`src/rtl/md5_hash_engine_macros.svh`:
```
// ----------------------------------------------------------------------------
// md5_hash_engine_macros.svh
// Assertion shorthands for the MD5 engine. Each expects clk and rst_n in scope.
// ----------------------------------------------------------------------------
`ifndef MD5_HASH_ENGINE_MACROS_SVH
`define MD5_HASH_ENGINE_MACROS_SVH

// Same-cycle implication, checked outside reset
`define MD5_ASSERT_IMPL(label, ante, cons, msg) \
  label: assert property (@(posedge clk) disable iff (!rst_n) (ante) |-> (cons)) \
    else $error(msg);

// Next-cycle implication, checked outside reset
`define MD5_ASSERT_NEXT(label, ante, cons, msg) \
  label: assert property (@(posedge clk) disable iff (!rst_n) (ante) |=> (cons)) \
    else $error(msg);

`endif

```
`src/rtl/md5_pkg.sv`:
```
// ----------------------------------------------------------------------------
// md5_pkg
// Shared types, constants and round tables for the MD5 engine.
// ----------------------------------------------------------------------------
package md5_pkg;

  // Four 32-bit chaining words, index 0 is A
  typedef logic [3:0][31:0] md5_chain_t;

  // Control from sequencer to compression core
  typedef struct packed {
    logic start;  // begin compressing the buffered block
    logic init;   // restore initial chaining values
  } md5_cmd_t;

  // Status from compression core
  typedef struct packed {
    logic busy;
    logic done;   // one-cycle pulse, set together with the chaining update
  } md5_stat_t;

  localparam md5_chain_t MD5_IV = {32'h10325476, 32'h98BADCFE,
                                   32'hEFCDAB89, 32'h67452301};

  localparam logic [7:0] MD5_PAD_BYTE = 8'h80;
  localparam logic [5:0] MD5_LEN_POS  = 6'd56;
  localparam logic [5:0] MD5_POS_LAST = 6'd63;
  localparam logic [1:0] MD5_IDX_LAST = 2'd3;

  // Core sequencing: read issue at 0, first round at 2, chain update at 66
  localparam logic [6:0] MD5_CNT_PRE   = 7'd1;
  localparam logic [6:0] MD5_CNT_RND0  = 7'd2;
  localparam logic [6:0] MD5_CNT_RNDN  = 7'd65;
  localparam logic [6:0] MD5_CNT_FINAL = 7'd66;

  localparam logic [31:0] MD5_K [64] = '{
    32'hd76aa478, 32'he8c7b756, 32'h242070db, 32'hc1bdceee,
    32'hf57c0faf, 32'h4787c62a, 32'ha8304613, 32'hfd469501,
    32'h698098d8, 32'h8b44f7af, 32'hffff5bb1, 32'h895cd7be,
    32'h6b901122, 32'hfd987193, 32'ha679438e, 32'h49b40821,
    32'hf61e2562, 32'hc040b340, 32'h265e5a51, 32'he9b6c7aa,
    32'hd62f105d, 32'h02441453, 32'hd8a1e681, 32'he7d3fbc8,
    32'h21e1cde6, 32'hc33707d6, 32'hf4d50d87, 32'h455a14ed,
    32'ha9e3e905, 32'hfcefa3f8, 32'h676f02d9, 32'h8d2a4c8a,
    32'hfffa3942, 32'h8771f681, 32'h6d9d6122, 32'hfde5380c,
    32'ha4beea44, 32'h4bdecfa9, 32'hf6bb4b60, 32'hbebfbc70,
    32'h289b7ec6, 32'heaa127fa, 32'hd4ef3085, 32'h04881d05,
    32'hd9d4d039, 32'he6db99e5, 32'h1fa27cf8, 32'hc4ac5665,
    32'hf4292244, 32'h432aff97, 32'hab9423a7, 32'hfc93a039,
    32'h655b59c3, 32'h8f0ccc92, 32'hffeff47d, 32'h85845dd1,
    32'h6fa87e4f, 32'hfe2ce6e0, 32'ha3014314, 32'h4e0811a1,
    32'hf7537e82, 32'hbd3af235, 32'h2ad7d2bb, 32'heb86d391
  };

  // Rotate amounts, indexed by {round group, round[1:0]}
  localparam logic [4:0] MD5_S [16] = '{
    5'd7, 5'd12, 5'd17, 5'd22,
    5'd5, 5'd9,  5'd14, 5'd20,
    5'd4, 5'd11, 5'd16, 5'd23,
    5'd6, 5'd10, 5'd15, 5'd21
  };

  // Message word used by a round
  function automatic logic [3:0] md5_widx(input logic [5:0] rnd);
    logic [7:0] r8;
    logic [7:0] t;
    r8 = {2'b00, rnd};
    case (rnd[5:4])
      2'd0:    t = r8;
      2'd1:    t = r8 * 8'd5 + 8'd1;
      2'd2:    t = r8 * 8'd3 + 8'd5;
      default: t = r8 * 8'd7;
    endcase
    return t[3:0];
  endfunction

  function automatic logic [31:0] md5_rotl(input logic [31:0] x, input logic [4:0] s);
    logic [63:0] t;
    t = {x, x} << s;
    return t[63:32];
  endfunction

endpackage

```
`src/rtl/md5_in_if.sv`:
```
// ----------------------------------------------------------------------------
// md5_in_if
// Message byte channel: one optional byte plus end-of-message flag per item.
// ----------------------------------------------------------------------------
interface md5_in_if;
  logic       valid;
  logic       ready;
  logic [7:0] msg_byte;
  logic       byte_present;
  logic       last_byte;

  modport source (output valid, output msg_byte, output byte_present,
                  output last_byte, input ready);
  modport sink   (input valid, input msg_byte, input byte_present,
                  input last_byte, output ready);
endinterface

```
`src/rtl/md5_out_if.sv`:
```
// ----------------------------------------------------------------------------
// md5_out_if
// Digest channel: one 32-bit chaining word per item, four per message.
// ----------------------------------------------------------------------------
interface md5_out_if;
  logic        valid;
  logic        ready;
  logic [31:0] digest_word;
  logic [1:0]  word_index;
  logic        last_word;

  modport source (output valid, output digest_word, output word_index,
                  output last_word, input ready);
  modport sink   (input valid, input digest_word, input word_index,
                  input last_word, output ready);
endinterface

```
`src/rtl/md5_blkbuf.sv`:
```
// ----------------------------------------------------------------------------
// md5_blkbuf
// 64-byte block buffer as 16 x 32-bit words: byte-wide writes and
// registered word reads.
// ----------------------------------------------------------------------------
module md5_blkbuf import md5_pkg::*; (
  input  logic        clk,
  input  logic        wr_en,
  input  logic [5:0]  wr_addr,
  input  logic [7:0]  wr_data,
  input  logic [3:0]  rd_addr,
  output logic [31:0] rd_data
);

  logic [31:0] mem_r [16];
  logic [31:0] rd_data_r;

  // Byte lane write, little-endian within the word
  always_ff @(posedge clk) begin
    if (wr_en) begin
      mem_r[wr_addr[5:2]][{wr_addr[1:0], 3'b000} +: 8] <= wr_data;
    end
  end

  // Registered word read
  always_ff @(posedge clk) begin
    rd_data_r <= mem_r[rd_addr];
  end

  assign rd_data = rd_data_r;

endmodule

```
`src/rtl/md5_core.sv`:
```
// ----------------------------------------------------------------------------
// md5_core
// MD5 compression: one round per cycle over the block buffer, message words
// fetched ahead and folded with A and K into pre_r before the round needs them.
// ----------------------------------------------------------------------------
module md5_core import md5_pkg::*; (
  input  logic        clk,
  input  logic        rst_n,
  input  md5_cmd_t    cmd,
  output md5_stat_t   stat,
  output md5_chain_t  chain,
  output logic [3:0]  rd_addr,
  input  logic [31:0] rd_data
);

  logic       busy_r;
  logic       done_r;
  logic [6:0] cnt_r;
  md5_chain_t chain_r;
  logic [31:0] a_r, b_r, c_r, d_r, pre_r;

  logic [5:0]  rnd;
  logic [5:0]  kidx;
  logic        rnd_en;
  logic [31:0] f_val;
  logic [31:0] sum;
  logic [31:0] pre_base;

  assign rnd    = cnt_r[5:0] - 6'd2;
  assign kidx   = cnt_r[5:0] - 6'd1;
  assign rnd_en = busy_r && (cnt_r >= MD5_CNT_RND0) && (cnt_r <= MD5_CNT_RNDN);

  // Fetch message word for round cnt
  assign rd_addr = md5_widx(cnt_r[5:0]);

  // Round function by group
  always_comb begin
    case (rnd[5:4])
      2'd0:    f_val = (b_r & c_r) | (~b_r & d_r);
      2'd1:    f_val = (d_r & b_r) | (~d_r & c_r);
      2'd2:    f_val = b_r ^ c_r ^ d_r;
      default: f_val = c_r ^ (b_r | ~d_r);
    endcase
  end

  assign sum = pre_r + f_val;

  // Next round's A is current D, except before the first round
  assign pre_base = (cnt_r == MD5_CNT_PRE) ? a_r : d_r;

  // Control and chaining state
  always_ff @(posedge clk) begin
    if (!rst_n) begin
      busy_r  <= 1'b0;
      done_r  <= 1'b0;
      cnt_r   <= '0;
      chain_r <= MD5_IV;
    end else begin
      done_r <= 1'b0;
      if (cmd.init) begin
        chain_r <= MD5_IV;
      end
      if (cmd.start) begin
        busy_r <= 1'b1;
        cnt_r  <= '0;
      end else if (busy_r) begin
        if (cnt_r == MD5_CNT_FINAL) begin
          busy_r     <= 1'b0;
          done_r     <= 1'b1;
          chain_r[0] <= chain_r[0] + a_r;
          chain_r[1] <= chain_r[1] + b_r;
          chain_r[2] <= chain_r[2] + c_r;
          chain_r[3] <= chain_r[3] + d_r;
        end else begin
          cnt_r <= cnt_r + 7'd1;
        end
      end
    end
  end

  // Working registers
  always_ff @(posedge clk) begin
    if (cmd.start) begin
      a_r <= chain_r[0];
      b_r <= chain_r[1];
      c_r <= chain_r[2];
      d_r <= chain_r[3];
    end else if (busy_r) begin
      pre_r <= pre_base + MD5_K[kidx] + rd_data;
      if (rnd_en) begin
        a_r <= d_r;
        d_r <= c_r;
        c_r <= b_r;
        b_r <= b_r + md5_rotl(sum, MD5_S[{rnd[5:4], rnd[1:0]}]);
      end
    end
  end

  assign stat.busy = busy_r;
  assign stat.done = done_r;
  assign chain     = chain_r;

endmodule

```
`src/rtl/md5_hash_engine.sv`:
```
// ----------------------------------------------------------------------------
// md5_hash_engine: up to one byte per item, written to the buffer when accepted;
// input is taken only while idle, not during padding or compression. Each full
// 64-byte block is compressed in 64 rounds. End of message: byte-serial padding,
// one or two compressions, then four digest items.
// Sync active-low reset: IV chaining words, zero count; buffer not cleared.
// ----------------------------------------------------------------------------
`include "md5_hash_engine_macros.svh"

module md5_hash_engine import md5_pkg::*; (
  input logic       clk,
  input logic       rst_n,
  md5_in_if.sink    in_ch,
  md5_out_if.source out_ch
);

  typedef enum logic [2:0] {
    ST_IDLE, ST_COMP, ST_WAIT, ST_PADSET, ST_PAD, ST_OUT
  } state_t;

  typedef enum logic [1:0] {
    PH_MSG, PH_EXTRA, PH_FINAL
  } phase_t;

  state_t      state_r, state_nxt;
  phase_t      phase_r, phase_nxt;
  logic [60:0] total_r, total_nxt;
  logic        pend_r, pend_nxt;
  logic [5:0]  ptr_r, ptr_nxt;
  logic        first_r, first_nxt;
  logic        extra_r, extra_nxt;
  logic [1:0]  idx_r, idx_nxt;

  logic        in_acc;
  logic        out_acc;
  logic        wr_en;
  logic [5:0]  wr_addr;
  logic [7:0]  wr_data;
  logic [3:0]  rd_addr;
  logic [31:0] rd_data;
  logic [63:0] len_bits;
  logic [7:0]  pad_byte;
  md5_cmd_t    core_cmd;
  md5_stat_t   core_stat;
  md5_chain_t  chain;

  assign in_ch.ready  = (state_r == ST_IDLE);
  assign in_acc       = in_ch.valid && in_ch.ready;
  assign out_ch.valid = (state_r == ST_OUT);
  assign out_acc      = out_ch.valid && out_ch.ready;

  // Padding byte: marker, zero fill, or little-endian bit length
  assign len_bits = {total_r, 3'b000};
  always_comb begin
    if (first_r) begin
      pad_byte = MD5_PAD_BYTE;
    end else if ((ptr_r >= MD5_LEN_POS) && !extra_r) begin
      pad_byte = len_bits[{ptr_r[2:0], 3'b000} +: 8];
    end else begin
      pad_byte = 8'h00;
    end
  end

  // Buffer write port: message bytes when idle, padding bytes while padding
  always_comb begin
    wr_en   = 1'b0;
    wr_addr = total_r[5:0];
    wr_data = in_ch.msg_byte;
    if (state_r == ST_PAD) begin
      wr_en   = 1'b1;
      wr_addr = ptr_r;
      wr_data = pad_byte;
    end else if (in_acc && in_ch.byte_present) begin
      wr_en = 1'b1;
    end
  end

  assign core_cmd.start = (state_r == ST_COMP);
  assign core_cmd.init  = out_acc && (idx_r == MD5_IDX_LAST);

  // Sequencer
  always_comb begin
    state_nxt = state_r;
    phase_nxt = phase_r;
    total_nxt = total_r;
    pend_nxt  = pend_r;
    ptr_nxt   = ptr_r;
    first_nxt = first_r;
    extra_nxt = extra_r;
    idx_nxt   = idx_r;
    case (state_r)
      ST_IDLE: begin
        if (in_acc) begin
          if (in_ch.byte_present) begin
            total_nxt = total_r + 61'd1;
          end
          if (in_ch.byte_present && (total_r[5:0] == MD5_POS_LAST)) begin
            state_nxt = ST_COMP;
            phase_nxt = PH_MSG;
            pend_nxt  = in_ch.last_byte;
          end else if (in_ch.last_byte) begin
            state_nxt = ST_PADSET;
          end
        end
      end
      ST_PADSET: begin
        ptr_nxt   = total_r[5:0];
        first_nxt = 1'b1;
        extra_nxt = (total_r[5:0] >= MD5_LEN_POS);
        state_nxt = ST_PAD;
      end
      ST_PAD: begin
        first_nxt = 1'b0;
        if (ptr_r == MD5_POS_LAST) begin
          state_nxt = ST_COMP;
          phase_nxt = extra_r ? PH_EXTRA : PH_FINAL;
        end else begin
          ptr_nxt = ptr_r + 6'd1;
        end
      end
      ST_COMP: begin
        state_nxt = ST_WAIT;
      end
      ST_WAIT: begin
        if (core_stat.done) begin
          case (phase_r)
            PH_MSG: begin
              state_nxt = pend_r ? ST_PADSET : ST_IDLE;
              pend_nxt  = 1'b0;
            end
            PH_EXTRA: begin
              ptr_nxt   = '0;
              first_nxt = 1'b0;
              extra_nxt = 1'b0;
              state_nxt = ST_PAD;
            end
            default: begin
              idx_nxt   = '0;
              state_nxt = ST_OUT;
            end
          endcase
        end
      end
      ST_OUT: begin
        if (out_acc) begin
          if (idx_r == MD5_IDX_LAST) begin
            total_nxt = '0;
            state_nxt = ST_IDLE;
          end else begin
            idx_nxt = idx_r + 2'd1;
          end
        end
      end
      default: begin
        state_nxt = ST_IDLE;
      end
    endcase
  end

  always_ff @(posedge clk) begin
    if (!rst_n) begin
      state_r <= ST_IDLE;
      phase_r <= PH_MSG;
      total_r <= '0;
      pend_r  <= 1'b0;
      ptr_r   <= '0;
      first_r <= 1'b0;
      extra_r <= 1'b0;
      idx_r   <= '0;
    end else begin
      state_r <= state_nxt;
      phase_r <= phase_nxt;
      total_r <= total_nxt;
      pend_r  <= pend_nxt;
      ptr_r   <= ptr_nxt;
      first_r <= first_nxt;
      extra_r <= extra_nxt;
      idx_r   <= idx_nxt;
    end
  end

  // Digest words straight from the chaining registers, stable until taken
  assign out_ch.digest_word = chain[idx_r];
  assign out_ch.word_index  = idx_r;
  assign out_ch.last_word   = (idx_r == MD5_IDX_LAST);

  md5_blkbuf u_blkbuf (
    .clk     (clk),
    .wr_en   (wr_en),
    .wr_addr (wr_addr),
    .wr_data (wr_data),
    .rd_addr (rd_addr),
    .rd_data (rd_data)
  );

  md5_core u_core (
    .clk     (clk),
    .rst_n   (rst_n),
    .cmd     (core_cmd),
    .stat    (core_stat),
    .chain   (chain),
    .rd_addr (rd_addr),
    .rd_data (rd_data)
  );

  // Checks
  `MD5_ASSERT_IMPL(a_no_wr_in_comp, core_stat.busy, !wr_en, "buffer written during compression")
  `MD5_ASSERT_IMPL(a_in_out_excl, out_ch.valid, !in_ch.ready, "input taken while digest pending")
  `MD5_ASSERT_NEXT(a_restart_iv, out_acc && out_ch.last_word, (chain == MD5_IV) && (total_r == '0), "state not restored after digest")
  `MD5_ASSERT_NEXT(a_idx_step, out_acc && !out_ch.last_word, out_ch.word_index == $past(out_ch.word_index) + 2'd1, "digest word skipped")

endmodule

```
`src/flat_wrapper.sv`:
```
// flat-port wrapper written by rule: the top's interface ports become plain ports
module md5_hash_engine_flat import md5_pkg::*;
  (clk, rst_n, in_ch_valid, in_ch_msg_byte, in_ch_byte_present, in_ch_last_byte, in_ch_ready, out_ch_valid, out_ch_digest_word, out_ch_word_index, out_ch_last_word, out_ch_ready);
  md5_in_if in_ch_i ();
  md5_out_if out_ch_i ();
  input logic clk;
  input logic rst_n;
  input wire logic [$bits(in_ch_i.valid)-1:0] in_ch_valid;
  input wire logic [$bits(in_ch_i.msg_byte)-1:0] in_ch_msg_byte;
  input wire logic [$bits(in_ch_i.byte_present)-1:0] in_ch_byte_present;
  input wire logic [$bits(in_ch_i.last_byte)-1:0] in_ch_last_byte;
  output wire logic [$bits(in_ch_i.ready)-1:0] in_ch_ready;
  output wire logic [$bits(out_ch_i.valid)-1:0] out_ch_valid;
  output wire logic [$bits(out_ch_i.digest_word)-1:0] out_ch_digest_word;
  output wire logic [$bits(out_ch_i.word_index)-1:0] out_ch_word_index;
  output wire logic [$bits(out_ch_i.last_word)-1:0] out_ch_last_word;
  input wire logic [$bits(out_ch_i.ready)-1:0] out_ch_ready;
  assign in_ch_i.valid = in_ch_valid;
  assign in_ch_i.msg_byte = in_ch_msg_byte;
  assign in_ch_i.byte_present = in_ch_byte_present;
  assign in_ch_i.last_byte = in_ch_last_byte;
  assign in_ch_ready = in_ch_i.ready;
  assign out_ch_valid = out_ch_i.valid;
  assign out_ch_digest_word = out_ch_i.digest_word;
  assign out_ch_word_index = out_ch_i.word_index;
  assign out_ch_last_word = out_ch_i.last_word;
  assign out_ch_i.ready = out_ch_ready;
  md5_hash_engine u_core (.clk(clk), .rst_n(rst_n), .in_ch(in_ch_i), .out_ch(out_ch_i));
endmodule
```
`config.mk`:
```
export PLATFORM = sky130hd
export DESIGN_NAME = md5_hash_engine_flat
export DESIGN_NICKNAME = d
export VERILOG_FILES = /design/src/rtl/md5_pkg.sv /design/src/rtl/md5_in_if.sv /design/src/rtl/md5_out_if.sv /design/src/rtl/md5_blkbuf.sv /design/src/rtl/md5_core.sv /design/src/rtl/md5_hash_engine.sv /design/src/flat_wrapper.sv
export VERILOG_INCLUDE_DIRS = /design/src /design/src/rtl
export SDC_FILE = /design/constraint.sdc
export NUM_CORES = 2
export LEC_CHECK = 0
export ABC_AREA = 0
export BUFFER_PORTS_ARGS = -buffer_cell sky130_fd_sc_hd__buf_2
export CORE_UTILIZATION = 45
export CTS_CLUSTER_SIZE = 12
export DETAILED_ROUTE_END_ITERATION = 6
export PLACE_DENSITY = 0.59
export REMOVE_ABC_BUFFERS = 1
export SLEW_MARGIN = 10
export SYNTH_ARGS = -nofsm -noshare
export SYNTH_HDL_FRONTEND = slang
export SYNTH_SLANG_ARGS = --single-unit
export TNS_END_PERCENT = 10
```
`constraint.sdc`:
```
create_clock -name clk -period 22 [get_ports clk]
set_clock_uncertainty 0.05 [all_clocks]
set_input_delay 2.2 -clock clk [delete_from_list [all_inputs] [get_ports clk]]
set_output_delay 2.2 -clock clk [all_outputs]
set_load 0.005 [all_outputs]
```
# After elaboration in Yosys (flattened, before gate mapping)
# Memories as Yosys holds them, arrays and structs flattened. A register that Yosys moved wholly into a read port is not among the register bits.
# Index checks and enable logic that the tools add are counted.
# totals
reg_bits,374
ramBits,512
inputBits,14
rom_bits,2128
mem_count,3
wordCells,210
# classes
n_mux,75
n_bitwise,18
shifts,4
reduce_logical,35
n_lt_le_gt_ge,7
n_addsub,17
multipliers,3
n_eq_ne,28
# memory_table
name,words,width,read_ports,rd_ports_with_merged_regs,wr,line,text
(name not given),64,32,1,0,0,md5_core.sv:89,pre_r <= pre_base + MD5_K[kidx] + rd_data;
u_core.u_blkbuf.mem_r,16,32,1,1,1,md5_blkbuf.sv:15,logic [31:0] mem_r [16];
(name not given),16,5,1,0,0,md5_core.sv:94,"b_r <= b_r + md5_rotl(sum, MD5_S[{rnd[5:4], rnd[1:0]}]);"
# ops
cell,count
two-way mux 32 bit,17
two-way mux 128 bit,4
adder 32 bit,8
two-way mux 61 bit,4
AND 32 bit,4
case mux 61 bit (2 select lines),1
OR 32 bit,3
case mux 32 bit (3 select lines),1
bitwise XOR 32 bit,3
binary-select mux 32 bit (select 2 bit),1
inverter 32 bit,2
variable part select 64 x 7 -> 8 bit,1
<< shifter 64 x 5 -> 64 bit,1
"adder 61 x 1 -> 61 bit, second input constant",1
"variable shift 8 x 7 -> 32 bit, first input constant",1
variable part select 8 x 7 -> 32 bit,1
two-way mux 6 bit,4
two-way mux 8 bit,3
two-way mux 3 bit,7
"!= test 2 bit, second input constant",10
two-way mux 2 bit,9
case mux 3 bit (6 select lines),1
case mux 6 bit (3 select lines),1
AND reduction 5 bit,3
48 further kinds,96

# Logic depth before layout (Yosys ltp)
# logic_depth
word_depth,10
depth_mapped,39

# Hierarchy
# A second synthesis with hierarchy kept.
# unflattened
hier_cells,5378
hier_area_um2,56793.2
# by_module_without_submodules
mod,instances,cells_per_inst,area_each_um2,seq_area_each_um2
md5_core,1,3824,31001.0,7547.2
md5_blkbuf,1,954,20400.8,16015.4
md5_hash_engine,1,600,5391.4,1541.5

# Worst setup path after synthesis
# No wires, ideal clock.
# synth_timing
path_type,reg-to-reg
from,register u_core.u_core.cnt_r[1]
to,"register u_core.u_core.a_r[0], enable pin"
path_stages_with_launch,10
n_path_buf,2
t_arrival_ns,10.797
period_less_slack_ns,11.638
slack_ns,10.362
cell_sequence,dfxtp_1 buf_2 clkinv_1 ha_1 clkbuf_1 nand2_1 nor2_1 a21oi_1 a31oi_1 o21ai_0
# synth_via
elab_chain_cells,5
elab_cells_between_ends,6
# synth_rtl
item,line,text
"start, declared",md5_core.sv:18,logic [6:0] cnt_r;
"start signal, assigned",md5_core.sv:75,cnt_r <= cnt_r + 7'd1;
greater-or-equal comparator 7 x 2 -> 1 bit,md5_core.sv:31,assign rnd_en = busy_r && (cnt_r >= MD5_CNT_RND0) && (cnt_r <= MD5_CNT_RNDN);
logical AND 1 bit,md5_core.sv:31,
logical AND 1 bit (*),md5_core.sv:31,
nonzero test 2 bit (no line) (*),--,
AND reduction 2 bit (no line) (*),--,
"end signal, assigned",md5_core.sv:84,a_r <= chain_r[0];
"end signal, assigned",md5_core.sv:91,a_r <= d_r;
"end, declared",md5_core.sv:20,"logic [31:0] a_r, b_r, c_r, d_r, pre_r;"
# Mark *: on every way between the ends. The rest lies on a longest branch, timed or not.
# A chain may end at the register's enable or synchronous reset.

# Worst setup path after layout
# layout_timing
from,register u_core.u_core.cnt_r[2]
to,"register u_core.u_core.b_r[30], data pin"
# layout_via
elab_chain_cells,10
elab_cells_between_ends,15
# layout_rtl
item,line,text
subtractor 6 x 2 -> 6 bit (*),md5_core.sv:29,assign rnd = cnt_r[5:0] - 6'd2;
branches (longest 4 deep; another with adder 32 bit),--,
<< shifter 64 x 5 -> 64 bit (*),md5_pkg.sv:79,"t = {x, x} << s;"
adder 32 bit (*),md5_core.sv:94,
two-way mux 32 bit (*),md5_core.sv:90,if (rnd_en) begin
two-way mux 32 bit (*),md5_core.sv:88,end else if (busy_r) begin
two-way mux 32 bit (*),md5_core.sv:83,if (cmd.start) begin
"end signal, assigned",md5_core.sv:85,b_r <= chain_r[1];
"end signal, assigned",md5_core.sv:94,
"end, declared",md5_core.sv:20,
# Mark *: on every way between the ends. The select of a mux whose other input is x is not followed.

==> summary by stage <==
Yosys
Synthesis produced approximately 5.6k cells. The dominant synthesized flop cell is edfxtp_1. The post-synthesis area per instance is 10.1 um^2. The xor and xnor fraction of the mapped netlist area is ~4.2%.

After synthesis, the largest family of logic cells by area is compound AO/OA/AOI/OAI gates. The proportion of synthesized flip-flops having asynchronous set or reset is 0%. Counting flops with a built-in enable in the synthesized netlist gives ~670. The part of the Yosys area used for sequential elements is 44.6%. The post-synthesis sequential element count is 918.

The post-synthesis instance area is 0.0563 mm^2. Multiplexer cells account for around 10% of the synthesized area. The synthesized netlist devotes 15.7% of its cell area to compound gates.

After Yosys synthesis, and, or, nand and nor cells account for between 10 and 15% of the synthesized area. The warning count from the yosys run is 0. In this run, distinct cell masters in the synthesized netlist total 89. Summing the areas of all fa, ha and maj instances in the mapped netlist gives 7.32% of the synthesized area.

Critical path
The most repeated library cell on the critical path is o21ai_0. In this run the critical register-to-register path is captured at u_core.u_core.b_r[30]. The kind of launch point of the worst setup path is a flop. The critical path is of the reg2reg type. The number of cells traversed by the worst register-to-register path is 37. Data on the critical path arrives at its endpoint at roughly 12000 ps. In this run the critical register-to-register path is launched from u_core.u_core.cnt_r[2]. For flop-to-flop paths, the worst setup slack is around 10000 ps. At the worst endpoint, the required time is 22390 ps. Of all nets on the critical path, the largest fanout is 49. The cell with the largest stage delay on the worst path is o41ai_1. The delay of the slowest cell on the worst path is roughly 890 ps. The worst setup path is captured at a flop.

Floorplanning
During I/O placement, the number of pins put on the boundary was 51. The height of the chip is 356 um. The count of standard-cell rows is 129. The overall die area is between 0.1 and 0.15 mm^2. The horizontal die dimension is between 300 and 400 um.

Once the floorplan was initialized, standard cells occupied 45.4% of the core. The area of the core is about 0.12 mm^2.

Worst hold path
The min-delay analysis places its worst path in the category reg2reg. The launch point of the worst hold path is u_core.u_core.chain[82]. The endpoint of the worst hold-timing path is u_core.u_core.chain[82]. The cell count of the worst hold path is 2.

Timing
Setup repair after global routing left no endpoint under its margin. Setup violations remaining at the end of the flow were counted as 0. For the final routed database, the setup TNS stands at 0 ps. The maximum operating frequency is between 80 and 90 MHz. The count of endpoints failing hold in the final timing report came to 0. The post-route worst hold slack is 453 ps. Counting I/O delays and the setup requirement, the final critical path takes 11750 ps. Dividing the final minimum period by the clock period gives a little over half. The count of final max-slew check failures is 0. The least setup slack across all paths after layout is 10250 ps. At the pin with the least slew margin, the transition time is 1230 ps. The worst relative slew slack is ~17%.

Status
The checks that failed: design-rule violations. The flow ran to the end, but the final reports show violations.

Routing
After detailed routing, the average wire length per cell comes to between 20 and 25 um. The final wirelength is around 180000 um. The ratio of routed vias to standard cells is 6.11. The antenna violation net count after detailed routing is 0.

The first detailed-routing pass ran for 7 iterations. The number of vias after detailed routing is approximately 44k. For this run, design rule violations remaining after detail routing come to 4. The violation count after the first detailed-route iteration is roughly 4.4k.

Power
In this run the static leakage power is 22.7 nW. The clock network fraction of design power is 27.1%. The worst IR drop on VDD is ~0.000094 V.

Sequential cells burn 33.2% of the power. The power density normalized to cell area is about 100 mW/mm^2. Net switching is between 30% and 40% of the power. The power share of the combinational group is about 40%. The total internal power is between 4 and 5 mW.

The net switching power is 2.40 mW.

Global route
The global-route total usage across every layer is between 20% and 30%. The initial antenna violation count is 4. The via count of the first global-routing pass came to approximately 41k. The sum of overflow across all layers after global routing is 0. The first global-routing pass estimated about 260000 um of wire. The largest net degree at the start of global routing is around 140.

Finish
After filler insertion, the fill cell instance count of the layout stands at about 11k. The area growth from synthesis to layout is 9.36%. The share of the core filled with cells in the final layout is about half. At the end of the flow, the number of nets in the layout was approximately 5.8k. The count of inserted antenna diode cells is 0. In the final layout, the share of cells above drive strength 1 is about a tenth.

Clocking
The quantity of hold-fixing buffers added after cts is 0. After clock tree synthesis, the clock-pin slew on the worst setup and hold paths is 60 ps. Clock tree synthesis inserted a total of 102 buffers.

The depth of the CTS H-tree is 3. The maximum clock insertion buffer count is 3. The number of gates resized after cts is 0. The tree built by TritonCTS fans out to approximately 920 sinks. The clock reaches the later pin of the worst-skew pair after 730 ps.

The clock root buffer master is clkbuf_16. TritonCTS built the clock tree. Post-CTS timing repair inserted 0 buffers for setup.

Placement
The routability congestion estimate from global placement is between 0.9 and 1. The port buffer count is 50. The HPWL after detailed placement is ~120000 um.

The post-placement setup slack is 10490 ps.

Job
The max-cap check violation count is 0.
power by group through the flow:
stage                     sequential, mW  combinational, mW  clock [mW]
final                               2.13               2.55        1.74
after global routing                2.13               2.81        1.83
after CTS                           2.12               2.53        1.77
after detailed placement            2.16               2.52           0
after global placement              2.16               2.51           0
after floorplan                     2.12               1.88           0
flip-flops by register name (all words and copies together), names as in the netlist:
signal and flops:
u_core.extra_r 1, u_core.first_r 1, u_core.out_ch.word_index 2, u_core.pend_r 1, u_core.phase_r 2, u_core.ptr_r 6, u_core.state_r 3, u_core.total_r 61
u_core.u_blkbuf.mem_r 512, u_core.u_blkbuf.rd_data 32, u_core.u_core.a_r 32, u_core.u_core.b_r 32, u_core.u_core.busy_r 1, u_core.u_core.c_r 32, u_core.u_core.chain 128, u_core.u_core.cnt_r 7
u_core.u_core.d_r 32, u_core.u_core.done_r 1, u_core.u_core.pre_r 32
cell usage in the layout (no fill, tap or decap), types with 14 or more instances in the layout:
cell type / count
buf_4: 71
o311ai_0: 28
clkinv_1: 17
mux4_2: 178
a311oi_1: 17
nor3_1: 100
clkbuf_16: 105
mux2i_1: 146
ha_1: 261
buf_2: 49
nand3_1: 143
edfxtp_1: 672
nor2_1: 507
a31oi_1: 84
nand2_1: 687
fa_1: 42
o21bai_1: 30
a21o_1: 84
a21oi_1: 355
nand2b_1: 41
dfxtp_1: 244
o21a_1: 40
o211ai_1: 41
o21ai_0: 419
a21boi_0: 19
and3_1: 35
and2_1: 64
a22oi_1: 19
clkbuf_1: 25
a221o_1: 33
nor2b_1: 76
xor2_1: 105
nand4_1: 30
a211oi_1: 71
or3_1: 73
nand3b_1: 14
inv_1: 185
o31ai_1: 21
a221oi_1: 15
xnor2_1: 151
how the worst max path moves through the flow:
stage                      startpoint                    endpoint  slack, ps  cells after the start
6_report       u_core.u_core.cnt_r[2]       u_core.u_core.b_r[30]      10250                     37
5_1_grt        u_core.u_core.cnt_r[3]       u_core.u_core.b_r[30]       9390                     37
4_1_cts        u_core.u_core.cnt_r[2]       u_core.u_core.b_r[30]      10470                     37
3_5_place_dp   u_core.u_core.cnt_r[3]       u_core.u_core.b_r[30]      10490                     37
3_3_place_gp   u_core.u_core.cnt_r[3]       u_core.u_core.b_r[30]      10640                     37
2_1_floorplan  u_core.u_core.cnt_r[0]  u_core.u_blkbuf.rd_data[0]       7320                      6
per-layer routing:
metal	vias up	GRT usage, %	wire length, um
met3	315	4.32	12100
met5	-	0	11
met1	21600	37.0	74200
met4	2	10.3	6930
met2	1610	44.3	82400
li1	20400	-	-
layout make-up:
cell class                 count  area (um^2)  share of cell area [%]
multi-input combinational   4157        29500                    48.0
sequential                   918        25100                    40.8
clock buffer                 137         2820                    4.58
tap                         1637         2050                    3.33
timing repair buffer         121          798                    1.30
inverter                     189          709                    1.15
clock inverter                46          558                   0.907
critical path, delay by kind of cell (launching register included):
family	cells	cell delay (ps)
AO/OA/AOI/OAI	19	5970
XOR/XNOR	4	630
adder cells (fa/ha/maj)	5	1470
buffers and inverters	3	1410
flip-flops	1	770
multiplexers	2	520
AND/OR/NAND/NOR	4	610
through the flow:
step           power [mW]  cell area [um^2]  cells
3_5_place_dp         4.67             58200   7022
3_3_place_gp         4.66             58200   7022
6_report             6.41             61600   7205
5_1_grt              6.77             61600   7205
4_1_cts              6.42             61600   7205
2_1_floorplan        4.00             55100   5264
logic make-up after synthesis:
kind of cell / after synthesis
muxes: 338
DFF: 918
and+or+nand+nor: 1837
AOI/OAI and AO/OA: 1409
xor gates and xnor gates: 269
buffers and inverters: 497
adders and majority gates: 304
Yosys cell counts (11+ instances only):
| cell | instances | share of area, % |
|---|---|---|
| nor3_1 | 101 | 0.90 |
| a21boi_0 | 21 | 0.28 |
| o21bai_1 | 30 | 0.40 |
| o21ai_0 | 422 | 3.8 |
| nand4_1 | 30 | 0.33 |
| mux2_2 | 13 | 0.26 |
| and3_1 | 35 | 0.39 |
| a211oi_1 | 72 | 0.96 |
| or3_1 | 74 | 0.82 |
| o211ai_1 | 41 | 0.55 |
| o31ai_1 | 21 | 0.28 |
| nand2b_1 | 42 | 0.47 |
| and2_1 | 64 | 0.71 |
| a21oi_1 | 356 | 3.2 |
| o21a_1 | 40 | 0.53 |
| ha_1 | 262 | 5.8 |
| a31oi_1 | 84 | 0.93 |
| a221o_1 | 33 | 0.59 |
| a311oi_1 | 17 | 0.26 |
| a22o_1 | 11 | 0.17 |
| nor2_1 | 512 | 3.4 |
| a22oi_1 | 19 | 0.25 |
| mux4_2 | 179 | 7.2 |
| nor2b_1 | 77 | 0.86 |
| a221oi_1 | 15 | 0.23 |
| a211o_1 | 13 | 0.20 |
| edfxtp_1 | 672 | 36 |
| nand2_1 | 688 | 4.6 |
| a21o_1 | 84 | 1.1 |
| xor2_1 | 108 | 1.7 |
| buf_1 | 54 | 0.36 |
| dfxtp_1 | 246 | 8.7 |
| nand3_1 | 144 | 1.3 |
| mux2i_1 | 146 | 2.6 |
| nand3b_1 | 14 | 0.19 |
| o311ai_0 | 29 | 0.45 |
| fa_1 | 42 | 1.5 |
| buf_2 | 14 | 0.12 |
| nor3b_1 | 13 | 0.17 |
| xnor2_1 | 159 | 2.5 |
| inv_1 | 185 | 1.2 |
| clkbuf_1 | 238 | 1.6 |
No activity file was read; power rests on OpenSTA's default activity.
